`config.mk`:
```
export PLATFORM = sky130hd
export DESIGN_NAME = bitmap_segment_plotter_top_flat
export DESIGN_NICKNAME = d
export VERILOG_FILES = /design/src/hdl/bsp_pkg.sv /design/src/hdl/bsp_if.sv /design/src/hdl/bitmap_segment_plotter_top.sv /design/src/hdl/bsp_datapath.sv /design/src/hdl/bsp_ctrl.sv /design/src/flat_wrapper.sv
export SDC_FILE = /design/constraint.sdc
export NUM_CORES = 2
export LEC_CHECK = 0
export ABC_CLOCK_PERIOD_IN_PS = 3800
export BUFFER_PORTS_ARGS = -buffer_cell sky130_fd_sc_hd__clkbuf_2
export CAP_MARGIN = 25
export CORE_UTILIZATION = 53
export CTS_CLUSTER_DIAMETER = 150
export DETAILED_ROUTE_END_ITERATION = 16
export PLACE_DENSITY = 0.66
export RECOVER_POWER = 100
export SLEW_MARGIN = 5
export SYNTH_ARGS = -nofsm -noshare
export SYNTH_HDL_FRONTEND = slang
export SYNTH_HIERARCHICAL = 1
export SYNTH_SLANG_ARGS = --single-unit
```
`constraint.sdc`:
```
create_clock -name clock -period 3.8 [get_ports clock]
set_input_delay 0.76 -clock clock [delete_from_list [all_inputs] [get_ports clock]]
set_output_delay 0.76 -clock clock [all_outputs]
set_load 0.01 [all_outputs]
```
`src/hdl/bsp_pkg.sv`:
```
// ----------------------------------------------------------------------------
// bsp_pkg
// Shared constants and control types of the bitmap segment plotter.
// ----------------------------------------------------------------------------
package bsp_pkg;

   // Canvas size. ROWS may be 1..16, COLS may be 1..64.
   localparam int ROWS = 16;
   localparam int COLS = 64;

   // Width of the input coordinate fields and of the emitted row word.
   localparam int CoordW   = 8;
   localparam int CellW    = 64;
   localparam int RowNumW  = 4;
   // Enough bits for an index into a 64-bit row word, or for the value 64.
   localparam int CellIdxW = 7;

   // Coordinates that passed the range check hold 0..ROWS and 0..COLS.
   localparam int RowW    = $clog2(ROWS + 1);
   localparam int ColW    = $clog2(COLS + 1);
   localparam int RowIdxW = (ROWS > 1) ? $clog2(ROWS) : 1;

   localparam logic [RowIdxW-1:0] LastRow = RowIdxW'(ROWS - 1);

   typedef struct packed {
      logic                draw;     // apply the item on the request channel
      logic                load;     // copy one canvas row into the result register
      logic                clear;    // clear the whole canvas
      logic [RowIdxW-1:0]  row_sel;  // row read by a load
   } cmd_type;

   typedef struct packed {
      logic dump;                    // the offered item has an invalid coordinate
   } status_type;

endpackage

```
`src/hdl/bsp_if.sv`:
```
// ----------------------------------------------------------------------------
// bsp_req_if / bsp_rsp_if
// Valid/ready channels of the bitmap segment plotter.
// ----------------------------------------------------------------------------
interface bsp_req_if;
   logic              valid;
   logic              ready;
   logic signed [7:0] row_a;
   logic signed [7:0] col_a;
   logic signed [7:0] row_b;
   logic signed [7:0] col_b;

   modport source (output valid, output row_a, output col_a, output row_b,
                   output col_b, input ready);
   modport sink   (input valid, input row_a, input col_a, input row_b,
                   input col_b, output ready);
endinterface

interface bsp_rsp_if;
   logic        valid;
   logic        ready;
   logic [3:0]  row_number;
   logic [63:0] row_cells;
   logic        last_row;

   modport source (output valid, output row_number, output row_cells,
                   output last_row, input ready);
   modport sink   (input valid, input row_number, input row_cells,
                   input last_row, output ready);
endinterface

```
`src/hdl/bitmap_segment_plotter_top.sv`:
```
// ----------------------------------------------------------------------------
// bitmap_segment_plotter_top
// Bitmap segment plotter: draws axis-aligned segments on a one-bit canvas.
// ----------------------------------------------------------------------------
// Each request item carries two endpoints. An item whose four coordinates are
// all in range draws a horizontal or vertical segment (clipped to the canvas)
// when its endpoints share a row or a column and a is not past b, else nothing;
// it produces no result, and the next item can follow in the next cycle. An
// item with any coordinate out of range starts a dump: the canvas rows go out
// as ROWS result items, row 0 first, the last one marked with last_row, after
// which the canvas is cleared. The dump reads the canvas one row per cycle
// through its single read port while the result register is free, and holds
// req_ready low until the last row is loaded. The canvas is cleared by reset.
module bitmap_segment_plotter_top (
   input  logic         clock,
   input  logic         reset,
   bsp_req_if.sink      req_chan,
   bsp_rsp_if.source    rsp_chan
);
   import bsp_pkg::*;

   cmd_type    cmd;
   status_type status;

   bsp_ctrl u_ctrl (
      .clock     (clock),
      .reset     (reset),
      .req_valid (req_chan.valid),
      .req_ready (req_chan.ready),
      .rsp_valid (rsp_chan.valid),
      .rsp_ready (rsp_chan.ready),
      .status    (status),
      .cmd       (cmd)
   );

   bsp_datapath u_datapath (
      .clock      (clock),
      .reset      (reset),
      .row_a      (req_chan.row_a),
      .col_a      (req_chan.col_a),
      .row_b      (req_chan.row_b),
      .col_b      (req_chan.col_b),
      .cmd        (cmd),
      .status     (status),
      .row_number (rsp_chan.row_number),
      .row_cells  (rsp_chan.row_cells),
      .last_row   (rsp_chan.last_row)
   );

endmodule

```
`src/hdl/bsp_datapath.sv`:
```
// ----------------------------------------------------------------------------
// bsp_datapath
// Canvas register file, segment decode and result payload register.
// ----------------------------------------------------------------------------
module bsp_datapath (
   input  logic                          clock,
   input  logic                          reset,
   input  logic signed [7:0]             row_a,
   input  logic signed [7:0]             col_a,
   input  logic signed [7:0]             row_b,
   input  logic signed [7:0]             col_b,
   input  bsp_pkg::cmd_type              cmd,
   output bsp_pkg::status_type           status,
   output logic [bsp_pkg::RowNumW-1:0]   row_number,
   output logic [bsp_pkg::CellW-1:0]     row_cells,
   output logic                          last_row
);
   import bsp_pkg::*;

   logic [CellW-1:0]    canvas_ff [ROWS];
   logic [CellW-1:0]    canvas_in [ROWS];
   logic [RowNumW-1:0]  row_number_ff;
   logic [CellW-1:0]    row_cells_ff;
   logic                last_row_ff;

   logic                ok_a, ok_b;
   logic [RowW-1:0]     ra, rb;
   logic [ColW-1:0]     ca, cb, hi;
   logic                horiz, vert;
   logic [CellW-1:0]    span, bit_mask;

   // A coordinate is in range when it is not negative and not above the limit.
   assign ok_a = !row_a[CoordW-1] && ({1'b0, row_a[CoordW-2:0]} <= CoordW'(ROWS)) &&
                 !col_a[CoordW-1] && ({1'b0, col_a[CoordW-2:0]} <= CoordW'(COLS));
   assign ok_b = !row_b[CoordW-1] && ({1'b0, row_b[CoordW-2:0]} <= CoordW'(ROWS)) &&
                 !col_b[CoordW-1] && ({1'b0, col_b[CoordW-2:0]} <= CoordW'(COLS));
   assign status.dump = !(ok_a && ok_b);

   assign ra = row_a[RowW-1:0];
   assign rb = row_b[RowW-1:0];
   assign ca = col_a[ColW-1:0];
   assign cb = col_b[ColW-1:0];

   assign horiz = (ra == rb) && (ca <= cb);
   assign vert  = !horiz && (ca == cb) && (ra <= rb);
   assign hi    = (cb < ColW'(COLS)) ? cb : ColW'(COLS - 1);

   assign span     = ({CellW{1'b1}} << CellIdxW'(ca)) &
                     ({CellW{1'b1}} >> (CellIdxW'(CellW - 1) - CellIdxW'(hi)));
   assign bit_mask = CellW'(1) << CellIdxW'(ca);

   always_comb begin
      for (int i = 0; i < ROWS; i++) begin
         canvas_in[i] = canvas_ff[i];
         if (cmd.clear) begin
            canvas_in[i] = '0;
         end else if (cmd.draw && (ca < ColW'(COLS))) begin
            if (horiz && (ra == RowW'(i))) begin
               canvas_in[i] = canvas_ff[i] | span;
            end else if (vert && (ra <= RowW'(i)) && (RowW'(i) <= rb)) begin
               canvas_in[i] = canvas_ff[i] | bit_mask;
            end
         end
      end
   end

   always_ff @(posedge clock) begin
      for (int i = 0; i < ROWS; i++) begin
         if (reset) begin
            canvas_ff[i] <= '0;
         end else begin
            canvas_ff[i] <= canvas_in[i];
         end
      end
   end

   always_ff @(posedge clock) begin
      if (cmd.load) begin
         row_number_ff <= RowNumW'(cmd.row_sel);
         row_cells_ff  <= canvas_ff[cmd.row_sel];
         last_row_ff   <= (cmd.row_sel == LastRow);
      end
   end

   assign row_number = row_number_ff;
   assign row_cells  = row_cells_ff;
   assign last_row   = last_row_ff;

endmodule

```
`src/hdl/bsp_ctrl.sv`:
```
// ----------------------------------------------------------------------------
// bsp_ctrl
// Controller: accepts items, sequences a canvas dump, owns result valid.
// ----------------------------------------------------------------------------
module bsp_ctrl (
   input  logic                 clock,
   input  logic                 reset,
   input  logic                 req_valid,
   output logic                 req_ready,
   output logic                 rsp_valid,
   input  logic                 rsp_ready,
   input  bsp_pkg::status_type  status,
   output bsp_pkg::cmd_type     cmd
);
   import bsp_pkg::*;

   localparam logic StIdle = 1'b0;
   localparam logic StDump = 1'b1;

   logic                state_ff, state_in;
   logic [RowIdxW-1:0]  row_ff, row_in;
   logic                rsp_valid_ff, rsp_valid_in;
   logic                accept, out_free;

   assign req_ready = (state_ff == StIdle);
   assign accept    = req_valid && req_ready;
   // The result register can take a row if it is empty or being emptied now.
   assign out_free  = !rsp_valid_ff || rsp_ready;

   always_comb begin
      state_in    = state_ff;
      row_in      = row_ff;
      cmd.draw    = 1'b0;
      cmd.load    = 1'b0;
      cmd.clear   = 1'b0;
      cmd.row_sel = row_ff;
      unique case (state_ff)
         StIdle: begin
            if (accept) begin
               if (status.dump) begin
                  state_in = StDump;
                  row_in   = '0;
               end else begin
                  cmd.draw = 1'b1;
               end
            end
         end
         StDump: begin
            if (out_free) begin
               cmd.load = 1'b1;
               row_in   = row_ff + 1'b1;
               if (row_ff == LastRow) begin
                  cmd.clear = 1'b1;
                  state_in  = StIdle;
               end
            end
         end
         default: begin
            state_in = StIdle;
         end
      endcase
   end

   always_comb begin
      if (cmd.load) begin
         rsp_valid_in = 1'b1;
      end else if (rsp_ready) begin
         rsp_valid_in = 1'b0;
      end else begin
         rsp_valid_in = rsp_valid_ff;
      end
   end

   always_ff @(posedge clock) begin
      if (reset) begin
         state_ff     <= StIdle;
         row_ff       <= '0;
         rsp_valid_ff <= 1'b0;
      end else begin
         state_ff     <= state_in;
         row_ff       <= row_in;
         rsp_valid_ff <= rsp_valid_in;
      end
   end

   assign rsp_valid = rsp_valid_ff;

`ifndef SYNTHESIS
   a_clear_on_last: assert property (@(posedge clock) disable iff (reset)
      cmd.clear |-> (cmd.load && (row_ff == LastRow)))
      else $error("canvas cleared before the last row was loaded");

   a_idle_after_clear: assert property (@(posedge clock) disable iff (reset)
      cmd.clear |=> (state_ff == StIdle))
      else $error("controller did not return to idle after a dump");

   a_draw_in_idle: assert property (@(posedge clock) disable iff (reset)
      cmd.draw |-> (accept && (state_ff == StIdle)))
      else $error("draw issued without an accepted item");

   a_no_overwrite: assert property (@(posedge clock) disable iff (reset)
      cmd.load |-> (!rsp_valid_ff || rsp_ready))
      else $error("result register overwritten while still held");

   a_no_draw_and_load: assert property (@(posedge clock) disable iff (reset)
      !(cmd.draw && cmd.load))
      else $error("draw and dump active in the same cycle");
`endif

endmodule
```
`src/flat_wrapper.sv`:
```
// flat-port wrapper written by rule: the top's interface ports become plain ports
module bitmap_segment_plotter_top_flat import bsp_pkg::*;
  (clock, reset, req_chan_valid, req_chan_row_a, req_chan_col_a, req_chan_row_b, req_chan_col_b, req_chan_ready, rsp_chan_valid, rsp_chan_row_number, rsp_chan_row_cells, rsp_chan_last_row, rsp_chan_ready);
  bsp_req_if req_chan_i ();
  bsp_rsp_if rsp_chan_i ();
  input  logic clock;
  input  logic reset;
  input wire logic [$bits(req_chan_i.valid)-1:0] req_chan_valid;
  input wire logic [$bits(req_chan_i.row_a)-1:0] req_chan_row_a;
  input wire logic [$bits(req_chan_i.col_a)-1:0] req_chan_col_a;
  input wire logic [$bits(req_chan_i.row_b)-1:0] req_chan_row_b;
  input wire logic [$bits(req_chan_i.col_b)-1:0] req_chan_col_b;
  output wire logic [$bits(req_chan_i.ready)-1:0] req_chan_ready;
  output wire logic [$bits(rsp_chan_i.valid)-1:0] rsp_chan_valid;
  output wire logic [$bits(rsp_chan_i.row_number)-1:0] rsp_chan_row_number;
  output wire logic [$bits(rsp_chan_i.row_cells)-1:0] rsp_chan_row_cells;
  output wire logic [$bits(rsp_chan_i.last_row)-1:0] rsp_chan_last_row;
  input wire logic [$bits(rsp_chan_i.ready)-1:0] rsp_chan_ready;
  assign req_chan_i.valid = req_chan_valid;
  assign req_chan_i.row_a = req_chan_row_a;
  assign req_chan_i.col_a = req_chan_col_a;
  assign req_chan_i.row_b = req_chan_row_b;
  assign req_chan_i.col_b = req_chan_col_b;
  assign req_chan_ready = req_chan_i.ready;
  assign rsp_chan_valid = rsp_chan_i.valid;
  assign rsp_chan_row_number = rsp_chan_i.row_number;
  assign rsp_chan_row_cells = rsp_chan_i.row_cells;
  assign rsp_chan_last_row = rsp_chan_i.last_row;
  assign rsp_chan_i.ready = rsp_chan_ready;
  bitmap_segment_plotter_top u_core (.clock(clock), .reset(reset), .req_chan(req_chan_i), .rsp_chan(rsp_chan_i));
endmodule
```
# == Word-level counts from Yosys, hierarchy flattened ==
# Memories as Yosys holds them, arrays and structs flattened. A register that Yosys moved wholly into a read port is not among the register bits.
# Index checks and enable logic that the tools add are counted.
# totals
reg_bits,11
ram_bits,1024
in_bits,36
output_inout_bits,71
word_cells,293
memories,1
# op_classes
addsub,2
order_cmp,40
n_eq_ne,21
shifts,3
n_mux,101
bitwise_logic,50
n_reduce_logical,70
# mem_list
name,depth,width,rd,rd_ports_with_merged_regs,wr,line_no,text
u_core.u_datapath.canvas_ff,16,64,17,1,16,bsp_datapath.sv:20,logic [CellW-1:0] canvas_ff [ROWS];
# op_table
op,count
$mux 64,80
$or 64x64->64,32
$and 64x64->64,1
$shl 1x7->64 const A,1
$shl 64x7->64 const A,1
$shr 64x7->64 const A,1
$logic_and 1x1->1,60
$eq 5x4->1 const B,8
$le 4x5->1 const A,8
$le 5x4->1 const B,8
$eq 5x3->1 const B,4
$le 3x5->1 const A,4
$le 5x3->1 const B,4
$or 1x1->1,16
$le 7x5->1 const B,2
$le 7x7->1 const B,2
$lt 7x7->1 const B,2
$mux 1,13
$mux 4,3
$eq 5x2->1 const B,2
$le 1x5->1 const A,2
$le 2x5->1 const A,2
$le 5x1->1 const B,2
$le 5x2->1 const B,2
20 further kinds,27

# == Logic depth before layout (Yosys ltp) ==
# depth
ltp_word,12
ltp_mapped,15
ltp_nobuf,11

# == Hierarchy ==
# The synthesis kept the hierarchy.
# modules_own_cells
mod,instances,cells_each,area_each_um2,seq_area_each_um2
bsp_datapath,1,5504,53837.9,22571.6
bsp_ctrl,1,33,282.8,120.1

# == Worst setup path before layout ==
# Ideal clock, no wire load.
# synth_timing
kind,input to register
from,input req_chan_col_a[0]
to,memory u_core.u_datapath.canvas_ff[3][54]
setup_ns,0.074
arrival_ns,3.479
required_ns,3.726
path_slack_ns,0.247
path_stages,13
n_path_buf,2
cell_sequence,clkbuf_1 > nor2_1 > nand2_1 > o31ai_1 > nand3_1 > nor3b_1 > or4b_2 > nor2_1 > nand3_1 > o32ai_1 > nand2_1 > clkbuf_1 > o21ai_0
# synth_lines
element,line_no,text
start: declaration,flat_wrapper.sv:10,input wire logic [$bits(req_chan_i.col_a)-1:0] req_chan_col_a;
end: declaration,bsp_datapath.sv:20,

==> out/results.tsv <==
metric	value	unit
ys_ff_latch	1099	
syn_area_per_cell	9.77	sq um
routedWlPerCell	26.6	um
clkSlewWorstSetupHoldPaths	60	ps
rows	116	
rsz0062_at_grt	no	
fp.dieH	322	um
post-route-period-util	93.0	%
yosys-top-cells-area	dfxtp_1 (38%), mux2i_1 (17%), mux4_2 (13%)	
place_area	58500	sq um
syn_inst	5537	
grt_pass1_vias	44000	
worst-endpoint-required	4260	ps
whs	289	ps
drcViolationCount	0	
cellPowerDensity	403	nW/um^2
drt-initial-drc-count	5280	
die_x	322	um
wl_met3	17.5	mm
via_per_inst	6.40	
gp_congestion	1.03	
antenna_found_initial	8	
io_buffer_count	106	
worstPathArrival	3990	ps
status	complete, but fails checks	
synth_ff_type	dfxtp_1	
relSlewSlack	-54.7	%
cts_tree	built	
ys_seq_area_share	41.9	%
max-clock-path-buffers	3	
routed-via-count	44900	
dp_hpwl	112	mm
wl	187	mm
cts-root-buf	clkbuf_16	
overflow	0	
worst-path-max-fanout	33	
yosysUniqueCellTypes	66	
ys_warn_count	6	
highest_layer	met5	
cts_setup_buffers	0	
firstDrtPassIters	5	
cap_viol_max_count	3	
fmax	283	MHz
synth_area	54100	sq um
criticalPathCategory	flop to flop	
finish.instance_area	62000	sq um
netlist_top_cells_count	nand2_1 (1067), dfxtp_1 (1030), o21ai_0 (947)	
instances_no_fill	7019	
grt_max_degree	107	
hold_path.class	primary input to flop	
area_growth_syn_to_layout	14.6	%
synth_top_area_cell	dfxtp_1	
end_kind	flop	
synth_nets	5586	
cp-start-kind	flop	
ir_drop	0.326	mV
cts_inserted_buffers	118	
layout_min_cycle_time	3530	ps
setup_viol	0	
insertion_delay	750	ps
ctsHtreeMaxLevel	3	
grt.total_usage	35.8	%
worst_pin_slew	2320	ps
die_area	103000	sq um
wl_met2	83.0	mm
synth-edff-count	69	
core-area	101000	sq um
cts.sinks	1099	
drive_above_1_share	17.1	%
tns	0	ps
final_nets	5609	
hold_viol	0	
violations	capacitance limit, slew limit	
start_util	53.8	%
power.leakage	0.0208	uW
ant_nets	0	
totalPowerFinal	25000	uW
synth_most_common_cell	nand2_1	
postSynth.asyncResetShare	0	%
ios	107	
finClkSkew	50.4	ps
grt_pass1_wl	281	mm
wl_met1	78.8	mm
synth_top_area_share	38.1	%
finalMaxSlewViolations	135	
dpl.cell_count	6795	
ctsResizeCount	0	
holdBufCountCts	0	
## critical path, cell delays in order, from the launching register on
cell and delay (ps):
dfxtp_4 500, clkbuf_1 1660, mux4_2 490, mux4_2 530
## flip-flops by register name, summed over array words and instances, names as in the netlist
name	flops
u_core/u_ctrl/rsp_valid	1
u_core/u_ctrl/state_ff	1
u_core/u_datapath/row_number	4
u_core/u_datapath/last_row	1
u_core/u_ctrl/row_ff	4
u_core/u_datapath/canvas_ff	1024
u_core/u_datapath/row_cells	64
## layer usage
layer,vias to the layer above,GRT usage (%)
li1,19900,-
met4,8,14.4
met3,423,6.26
met2,2288,54.6
met5,-,0
met1,22300,50.3
## layout by cell type, fill, tap and decap left out, drive strengths merged, types with 45 or more instances in the layout
master / count
buf: 332
a22oi: 64
mux2i: 945
dfxtp: 1030
o21ai: 1036
nor2: 117
mux4: 320
a21oi: 45
clkbuf: 323
edfxtp: 69
nand2: 1068
## cells by family (layout without fill, tap and decap cells)
| group | count (synthesis) | count (layout) | share of synthesized area, % |
|---|---|---|---|
| muxes | 1265 | 1265 | 30.8 |
| other | 0 | 2 | 0 |
| and+or+nand+nor | 1329 | 1329 | 9.88 |
| adders and majority gates | 13 | 13 | 0.301 |
| AOI/OAI and AO/OA | 1234 | 1234 | 12.4 |
| DFF | 1099 | 1099 | 41.9 |
| buffers and inverters | 597 | 720 | 4.65 |
## final timing paths
| check | start | to | slack (ps) | cells after the start |
|---|---|---|---|---|
| worst max-delay path | u_core/u_ctrl/row_ff[1] | u_core/u_datapath/row_cells[7] | 270 | 3 |
| worst min-delay path | reset | u_core/u_ctrl/rsp_valid | 290 | 2 |
| worst max register to register | u_core/u_ctrl/row_ff[1] | u_core/u_datapath/row_cells[7] | 270 | 3 |
| worst min register to register | u_core/u_datapath/canvas_ff[11][0] | u_core/u_datapath/canvas_ff[11][0] | 450 | 2 |
## through the flow
step / setup WS (ps) / util (%)
2_1_floorplan: 247 / -
3_3_place_gp: -20.3 / 58.1
3_5_place_dp: -31.2 / 58.1
4_1_cts: 683 / 62.0
5_1_grt: 165 / 61.6
6_report: 266 / 61.6
## cell type report
| type | count | area [sq um] |
|---|---|---|
| repair buffers | 477 | 4300 |
| fillers | 8464 | 38600 |
| flip-flops and latches | 1099 | 22700 |
| clock inverters | 42 | 534 |
| inverters | 23 | 86.3 |
| diodes | 2 | 5.00 |
| multi-input cells | 3841 | 29300 |
| clock buffers | 178 | 3400 |
| well taps | 1357 | 1700 |
## where the power goes
| group | total (uW) | leakage (uW) | switching, uW | internal, uW |
|---|---|---|---|---|
| Combinational | 1490 | 0.00995 | 1030 | 456 |
| Clock | 11800 | 0.00192 | 4850 | 6960 |
| Sequential | 11700 | 0.00893 | 31.1 | 11700 |
Power figures use the tool's default switching activity.
